--- src/hw/rtl/modular_inverse_assert.svh ---
// assertion macros shared by the modular inverse rtl
// no dependencies; included by the modules that carry assertions
`ifndef MODULAR_INVERSE_ASSERT_SVH
`define MODULAR_INVERSE_ASSERT_SVH

// checked only while out of reset
`define MINV_ASSERT(lbl, prop, msg) \
    lbl: assert property (@(posedge i_clk) disable iff (!i_rst_n) prop) else $error(msg);

// checked at every edge, reset included
`define MINV_ASSERT_ALWAYS(lbl, prop, msg) \
    lbl: assert property (@(posedge i_clk) prop) else $error(msg);

`endif

--- src/hw/rtl/minv_pkg.sv ---
// shared types for the modular inverse block
// controller states and the command / status bundles between controller and datapath
package minv_pkg;

    typedef enum logic [2:0] {
        ST_IDLE,
        ST_TEST,
        ST_DIVIDE,
        ST_UPDATE,
        ST_FINISH
    } t_minv_state;

    // controller to datapath
    typedef struct packed {
        logic load;      // capture a new request
        logic div_init;  // start a quotient for the current remainder pair
        logic div_step;  // one restoring division bit
        logic commit;    // advance remainders and convergents
        logic finish;    // result taken into the output register
    } t_minv_cmd;

    // datapath to controller
    typedef struct packed {
        logic bad;       // zero value or value not below modulus
        logic r1_zero;   // remainder sequence has ended
        logic div_last;  // last quotient bit this cycle
    } t_minv_sts;

endpackage

--- src/hw/rtl/minv_dp.sv ---
// datapath: remainder pair, convergent pair and a bit-serial divider
// depends on minv_pkg
module minv_dp import minv_pkg::*; #(
    parameter int WORD_BITS = 32
) (
    input  logic                 i_clk,
    input  t_minv_cmd            i_cmd,
    input  logic [WORD_BITS-1:0] i_value,
    input  logic [WORD_BITS-1:0] i_modulus,
    output t_minv_sts            o_sts,
    output logic [31:0]          o_inverse,
    output logic                 o_no_inverse
);
    localparam int CNT_W = $clog2(WORD_BITS);

    logic [WORD_BITS-1:0] r_r0, r_r1, r_t0, r_t1, r_m;
    logic [WORD_BITS-1:0] r_rem, r_dvd, r_acc;
    logic [CNT_W-1:0]     r_cnt;
    logic                 r_bad, r_par;

    logic [WORD_BITS:0]   trial;
    logic                 ge;
    logic [WORD_BITS-1:0] n_rem;
    logic [WORD_BITS-1:0] n_acc;
    logic [WORD_BITS-1:0] coef;
    logic                 ok;

    // restoring division, one quotient bit per cycle, msb first
    assign trial = {r_rem, r_dvd[WORD_BITS-1]};
    assign ge    = trial >= {1'b0, r_r1};
    assign n_rem = ge ? WORD_BITS'(trial - {1'b0, r_r1}) : trial[WORD_BITS-1:0];
    // horner form of q * t1 as the quotient bits appear
    assign n_acc = {r_acc[WORD_BITS-2:0], 1'b0} + (ge ? r_t1 : '0);

    always_ff @(posedge i_clk) begin
        if (i_cmd.load) begin
            r_r0  <= i_modulus;
            r_r1  <= i_value;
            r_m   <= i_modulus;
            r_t0  <= '0;
            r_t1  <= WORD_BITS'(1);
            r_par <= 1'b0;
            r_bad <= (i_value == '0) || (i_value >= i_modulus);
        end else if (i_cmd.commit) begin
            r_r0  <= r_r1;
            r_r1  <= r_rem;
            r_t0  <= r_t1;
            r_t1  <= r_acc + r_t0;
            r_par <= ~r_par;
        end
        if (i_cmd.div_init) begin
            r_dvd <= r_r0;
            r_rem <= '0;
            r_acc <= '0;
            r_cnt <= '0;
        end else if (i_cmd.div_step) begin
            r_dvd <= {r_dvd[WORD_BITS-2:0], 1'b0};
            r_rem <= n_rem;
            r_acc <= n_acc;
            r_cnt <= r_cnt + CNT_W'(1);
        end
    end

    assign o_sts.bad      = r_bad;
    assign o_sts.r1_zero  = (r_r1 == '0);
    assign o_sts.div_last = (r_cnt == CNT_W'(WORD_BITS - 1));

    // odd step count keeps the coefficient positive, even negates it mod m
    assign coef         = r_par ? r_t0 : (r_m - r_t0);
    assign ok           = !r_bad && (r_r0 == WORD_BITS'(1));
    assign o_inverse    = ok ? 32'(coef) : 32'd0;
    assign o_no_inverse = !ok;

endmodule

--- src/hw/rtl/minv_ctrl.sv ---
// controller state machine sequencing the euclid steps
// depends on minv_pkg and modular_inverse_assert.svh
`include "modular_inverse_assert.svh"
module minv_ctrl import minv_pkg::*; (
    input  logic      i_clk,
    input  logic      i_rst_n,
    input  logic      i_in_valid,
    input  logic      i_out_free,
    input  t_minv_sts i_sts,
    output logic      o_in_ready,
    output t_minv_cmd o_cmd
);
    t_minv_state r_state, n_state;
    logic        div_done;

    assign div_done = (r_state == ST_DIVIDE) && i_sts.div_last;

    always_ff @(posedge i_clk) begin
        if (!i_rst_n) begin
            r_state <= ST_IDLE;
        end else begin
            r_state <= n_state;
        end
    end

    always_comb begin
        n_state    = r_state;
        o_cmd      = '0;
        o_in_ready = 1'b0;
        case (r_state)
            ST_IDLE: begin
                // no request is taken while reset is held
                o_in_ready = i_rst_n;
                if (i_in_valid && i_rst_n) begin
                    o_cmd.load = 1'b1;
                    n_state    = ST_TEST;
                end
            end
            ST_TEST: begin
                if (i_sts.bad || i_sts.r1_zero) begin
                    n_state = ST_FINISH;
                end else begin
                    o_cmd.div_init = 1'b1;
                    n_state        = ST_DIVIDE;
                end
            end
            ST_DIVIDE: begin
                o_cmd.div_step = 1'b1;
                if (i_sts.div_last) begin
                    n_state = ST_UPDATE;
                end
            end
            ST_UPDATE: begin
                o_cmd.commit = 1'b1;
                n_state      = ST_TEST;
            end
            ST_FINISH: begin
                if (i_out_free) begin
                    o_cmd.finish = 1'b1;
                    n_state      = ST_IDLE;
                end
            end
            default: begin
                n_state = ST_IDLE;
            end
        endcase
    end

    `MINV_ASSERT_ALWAYS(a_cmd_onehot, $onehot0(o_cmd), "more than one datapath command")
    `MINV_ASSERT(a_div_to_update, div_done |=> (r_state == ST_UPDATE), "divide overran")
    `MINV_ASSERT(a_load_to_test, o_cmd.load |=> (r_state == ST_TEST), "load not followed by test")

endmodule

--- src/hw/rtl/modular_inverse.sv ---
// each euclid step runs test, the divide bits and update; after the last step come test, finish
// and the output register (about 46 euclid steps at worst for 32-bit operands)
// flagged inputs go from test straight to finish; the bit-serial divider, one quotient bit per cycle,
// sets the run time; one request in flight: no new one is taken until the last reaches finish,
// and the controller waits in finish while a result is still pending in the output register
// reset (i_rst_n, synchronous, active low) returns the controller to idle, empties the output
`include "modular_inverse_assert.svh"
module modular_inverse import minv_pkg::*; #(
    parameter int WORD_BITS = 32
) (
    input  logic        i_clk,
    input  logic        i_rst_n,
    input  logic        s_axis_tvalid,
    output logic        s_axis_tready,
    input  logic [63:0] s_axis_tdata,   // value [31:0], modulus [63:32]
    output logic        m_axis_tvalid,
    input  logic        m_axis_tready,
    output logic [31:0] m_axis_tdata,   // inverse [31:0]
    output logic        m_axis_tuser    // no_inverse [0]
);
    t_minv_cmd   cmd;
    t_minv_sts   sts;
    logic [31:0] dp_inverse;
    logic        dp_no_inverse;
    logic        out_free;
    logic        in_fire;
    logic        out_flagged;

    // output register parting the compute side from the result channel
    logic        r_out_valid;
    logic [31:0] r_out_inverse;
    logic        r_out_flag;

    // free when empty or being drained this cycle
    assign out_free = !r_out_valid || m_axis_tready;

    minv_ctrl u_ctrl (
        .i_clk      (i_clk),
        .i_rst_n    (i_rst_n),
        .i_in_valid (s_axis_tvalid),
        .i_out_free (out_free),
        .i_sts      (sts),
        .o_in_ready (s_axis_tready),
        .o_cmd      (cmd)
    );

    // operands are cut or zero-extended to the working width
    minv_dp #(
        .WORD_BITS (WORD_BITS)
    ) u_dp (
        .i_clk        (i_clk),
        .i_cmd        (cmd),
        .i_value      (WORD_BITS'(s_axis_tdata[31:0])),
        .i_modulus    (WORD_BITS'(s_axis_tdata[63:32])),
        .o_sts        (sts),
        .o_inverse    (dp_inverse),
        .o_no_inverse (dp_no_inverse)
    );

    always_ff @(posedge i_clk) begin
        if (!i_rst_n) begin
            r_out_valid <= 1'b0;
        end else if (cmd.finish) begin
            r_out_valid <= 1'b1;
        end else if (m_axis_tready) begin
            r_out_valid <= 1'b0;
        end
    end

    always_ff @(posedge i_clk) begin
        if (cmd.finish) begin
            r_out_inverse <= dp_inverse;
            r_out_flag    <= dp_no_inverse;
        end
    end

    assign m_axis_tvalid = r_out_valid;
    assign m_axis_tdata  = r_out_inverse;
    assign m_axis_tuser  = r_out_flag;

    // handshake terms for the checks below
    assign in_fire     = s_axis_tvalid && s_axis_tready;
    assign out_flagged = m_axis_tvalid && m_axis_tuser;

    `MINV_ASSERT(a_busy_after_accept, in_fire |=> !s_axis_tready, "request taken while busy")
    `MINV_ASSERT(a_flag_zero_result, out_flagged |-> (m_axis_tdata == '0), "flagged result not zero")
    `MINV_ASSERT(a_no_overwrite, cmd.finish |-> out_free, "result loaded over a pending one")

endmodule
--- config.mk ---
export PLATFORM = sky130hd
export DESIGN_NAME = modular_inverse
export DESIGN_NICKNAME = d
export VERILOG_FILES = /design/src/hw/rtl/minv_pkg.sv /design/src/hw/rtl/minv_dp.sv /design/src/hw/rtl/minv_ctrl.sv /design/src/hw/rtl/modular_inverse.sv
export VERILOG_INCLUDE_DIRS = /design/src /design/src/hw/rtl
export SDC_FILE = /design/constraint.sdc
export NUM_CORES = 1
export LEC_CHECK = 0
export BUFFER_PORTS_ARGS = -buffer_cell sky130_fd_sc_hd__clkbuf_2
export CAP_MARGIN = 25
export CORE_ASPECT_RATIO = 1.4
export CORE_MARGIN = 10
export CORE_UTILIZATION = 55
export DETAILED_ROUTE_END_ITERATION = 7
export GPL_TIMING_DRIVEN = 0
export HOLD_SLACK_MARGIN = 0.06
export PLACE_DENSITY = 0.76
export SLEW_MARGIN = 10
export SYNTH_ARGS = -nofsm -noshare
export SYNTH_HDL_FRONTEND = slang
export SYNTH_SLANG_ARGS = --single-unit
--- constraint.sdc ---
create_clock -name i_clk -period 4.45 [get_ports i_clk]
set_input_delay 0.2225 -clock i_clk [delete_from_list [all_inputs] [get_ports i_clk]]
set_output_delay 0.2225 -clock i_clk [all_outputs]
set_load 0.02 [all_outputs]
==> results list <==
- The flow ran to the end, but the final reports show violations.
- Violated checks: negative setup slack
- The synthesized netlist devotes 18.5% of its cell area to simple gates.
- Combinational logic is responsible for 15.5% of the overall power.
- From bottom edge to top edge, the die measures ~240 um.
- Number of top-level design ports: 103
* Number of enable flip-flop cells after synthesis: 162
- Detailed-route wire length per cell: roughly 23 um
- Flip-flop and latch count after synthesis: 300
- The cell area that synthesis handed to floorplanning was 0.0188 mm2.
- In this run, the clock network consumes approximately two fifths of the power.
* Smallest setup slack after layout: -0.418 ns
- The Yosys step of the flow raised 0 warnings.
* Main synth FF type: edfxtp_1
- STA classifies the critical path startpoint as a register.
* Count of routing violations after the opening detailed-route iteration: about 1500
- Compound-gate portion of the synthesized area: 19.7%
- The floorplan step defined a core boundary enclosing 0.0339 mm2.
* Sink count of the clock tree: 300
- Routability-driven placement finished with a final weighted congestion of 1.00.
* Overflow after GRT: 0
- The die covers 0.0422 mm2.
* Cell family with most CP delay: compound AO/OA/AOI/OAI gates
- PortBufs: 102
* Final Hold Viols: 0
- The initialized floorplan defines 80 standard-cell rows.
* Actual slew at the worst max-slew pin: 0.930 ns
* CP max stage delay: 0.38 ns
- Final worst path period need: 4.87 ns
* Power density over cell area: approximately 300 mW/mm2
* Fraction of final layout cells with drive strength greater than 1: 15.2%
- For this block, the via count after detailed routing is ~18000.
* Clock-pin slew of the registers on the worst-case setup and hold paths: 0.07 ns
- Entering global routing, the biggest net connects 39 pins.
- Once detail routing completed, the nets flagged for antenna violations numbered 0.
- The clock passes through at most 3 buffers.
- Flop pwr share: 45.6%
- Headroom to the max-slew limit: 38.0%
- Counting both buffers and inverters, the worst setup path holds a total of 7.
- The tree is rooted in a clkbuf_16.
* Via-per-instance ratio: 6.15
- Number of inserted diodes: 0
- Largest family of logic cells by synthesized area: compound AO/OA/AOI/OAI gates
- Initial core utilization: 55.5%
* Most frequent cell on the critical path: a211oi_2
* Slew Limit Fails: 0
- Inst Count DP: ~2700
* Crit path capture type: register
- Synth-to-Final Area Change: 22.4%
* Via count of the first global-routing pass: 17800
* Overall fraction of global-route tracks in use: 30.8%
- Number of standard cells in the final layout excluding fillers: 2920
- Cell internal power was estimated by the tool at 5.01 mW.
* Clock skew after layout: 0.0135 ns
- CP Data Required Time: approximately 4.9 ns
* Total Wirelength: around 67000 um
* Detailed-route DRC error count: 0
- CTS tree: done
- The analysis attributes to cell leakage a power of 9.44 nW.
* Final setup violation count: 19
- Post-Synthesis Net Count: 2412
* Cts bufs inserted: 30
* Unrepaired setup endpoints after global routing: yes
- Adder-cell area share of the yosys netlist: 10.9%
* Portion of the post-synthesis area used by sequential elements: 40.5%
- Averaged over all synthesized cells, the footprint is 8.63 um2.
- Multiplexer fraction of the synthesized cell area: 0.744%
- The net count of the finished layout is 2675.
- In this run switching power makes up approximately 28% of total power.
- The wire-length estimate of the detail-placed layout is 50100 um.
- In this run the power spent charging and discharging nets is 1.93 mW.
- Of all nets on the critical path, the largest fanout is 5.
- Across the run, the number of max-cap violations was 0.
* Fraction of synthesis flops using an asynchronous set or reset pin: 0%
* Horiz. Die Dim: 176 um
* Worst path slowest cell: edfxtp_1
- On the final layout, the worst hold slack is 0.406 ns.
* Later-pin clock latency in the skew report: 0.60 ns
- Critical Setup Path Class: reg2reg
- VDD sags by at most around 310 uV.
- The first TritonRoute pass finished after 6 iterations.
- For the worst setup path, the data arrival time is 5.35 ns.
- CTS H-Tree Depth: 1
- Number of antenna violations at the first check in global routing: 2
- The first global-routing pass estimated between 100000 and 150000 um of wire.
* XOR/XNOR share of the synthesized area: ~5.0%
- Post-Place Worst Slack: -1.33 ns
- Highest Clock Rate: 0.205 GHz
- After technology mapping, the gate count stands at approximately 2200.
- The worst hold path belongs to the class in2reg.
- Distinct cells, synth: 72
- In the finished design, the share of the clock period the worst path needs comes to 109%.
## cells in the final DEF (no fill, tap or decap), types with 19 or more instances in the layout
cell type	count
a211oi_1	19
a21o_1	50
a21oi_1	158
a22o_1	20
buf_4	58
clkbuf_1	68
clkbuf_16	31
clkbuf_2	105
dfxtp_1	138
dlygate4sd3_1	68
edfxtp_1	162
ha_1	124
ha_4	28
inv_1	105
inv_2	19
nand2_1	428
nand2b_1	24
nand3_1	27
nand4_1	28
nor2_1	122
nor2b_1	39
nor3_1	24
nor4_1	27
o21ai_0	137
o21ai_1	32
o21bai_1	24
o31ai_1	41
xnor2_1	60
xor2_1	46
## timing repair
action | in CTS | in global routing
buffers inserted | 46 | 16
setup endpoints to repair | 24 | 55
endpoints found under the hold margin | 92 | 0
hold buffers | 68 | 0
cloned | 1 | 2
resized for setup | 131 | 57
pin swaps | 52 | 43
## metrics by stage
stage | power [mW] | instance area, um2 | TNS, ns | util [%]
6_report | 6.94 | 23100 | -4.41 | 67.9
5_1_grt | 7.16 | 23100 | -6.96 | 67.9
4_1_cts | 6.88 | 22600 | -3.46 | 66.7
3_5_place_dp | 4.15 | 20000 | -15.80 | 59.0
3_3_place_gp | 4.12 | 20000 | -18.48 | 58.8
2_1_floorplan | 3.82 | 18900 | -0.346 | -
## cell type report
type	count	area (um2)
Multi-Input combinational cell	1662	11200
Fill cell	2702	10900
Sequential cell	300	7630
Timing Repair Buffer	236	1750
Clock buffer	38	811
Tap cell	451	564
Inverter	126	479
Buffer	88	424
Clock inverter	18	220
Timing Repair inverter	1	5.00
## state kept, by name (all words and copies together) (netlist names)
signal          flops
u_dp.r_rem         32
m_axis_tdata       32
u_dp.r_r0          32
u_dp.r_dvd         32
u_dp.r_r1          32
u_ctrl.r_state      3
m_axis_tuser        1
u_dp.r_acc         32
u_dp.r_m           32
u_dp.r_par          1
u_dp.r_t1          32
m_axis_tvalid       1
u_dp.r_t0          32
u_dp.r_bad          1
u_dp.r_cnt          5
## layer usage
layer / track usage (%) / vias to the layer above / part of all wire [%]
met4: 25.7 / 0 / 9.6
met2: 54.9 / 867 / 50
met1: 31.3 / 8471 / 34
li1: - / 8299 / -
met5: 0 / - / 0
met3: 4.03 / 315 / 6.4
## power groups by stage
stage	Sequential [mW]	Combinational [mW]	Clock [mW]
finish	3.17	1.08	2.70
global route	3.17	1.17	2.81
CTS	3.16	1.03	2.69
global placement	3.22	0.900	0
floorplan	3.18	0.632	0
detailed placement	3.22	0.932	0
## logic make-up (layout without fill, tap and decap cells)
family                   Yosys count  after routing
AND/OR/NAND/NOR                  785            785
AO/OA/AOI/OAI                    593            593
flip-flops                       300            300
buffers and inverters            220            507
adder cells (fa/ha/maj)          162            162
XOR/XNOR                         108            108
multiplexers                      14             14
## synthesized netlist by cell type (5+ instances only)
master,number,area [um2]
nand2b_1,24,150
xnor2_1,62,543
nand4_1,28,175
xor2_1,46,403
edfxtp_1,162,4860
and2_1,9,56.3
a31oi_1,6,37.5
o31a_1,5,43.8
nor2b_1,53,332
o31ai_1,41,308
and3_1,11,68.8
a22o_1,20,175
o21ai_1,21,105
a211oi_1,23,173
a21o_1,50,375
buf_1,8,30.0
a21oi_1,174,871
ha_1,158,1980
dfxtp_1,138,2760
o21bai_1,25,188
nor3_1,26,130
o21ai_0,158,791
o21a_1,12,90.1
o211ai_1,5,37.5
nand3_1,31,155
clkbuf_1,74,278
nor2_1,124,465
a211o_1,5,43.8
buf_2,8,40.0
mux2i_1,14,140
nand2_1,430,1610
and4_1,7,61.3
nor4_1,30,188
inv_1,125,469
## path summary, 6_finish.rpt
kind | from | endpoint | slack [ns] | depth (start not counted)
max | u_dp.r_r1[5] | u_dp.r_acc[29] | -0.42 | 25
min | s_axis_tdata[48] | u_dp.r_m[16] | 0.41 | 2
max reg2reg | u_dp.r_r1[5] | u_dp.r_acc[29] | -0.42 | 25
min reg2reg | u_dp.r_cnt[4] | u_dp.r_cnt[4] | 0.47 | 2
Power figures use the tool's default switching activity.
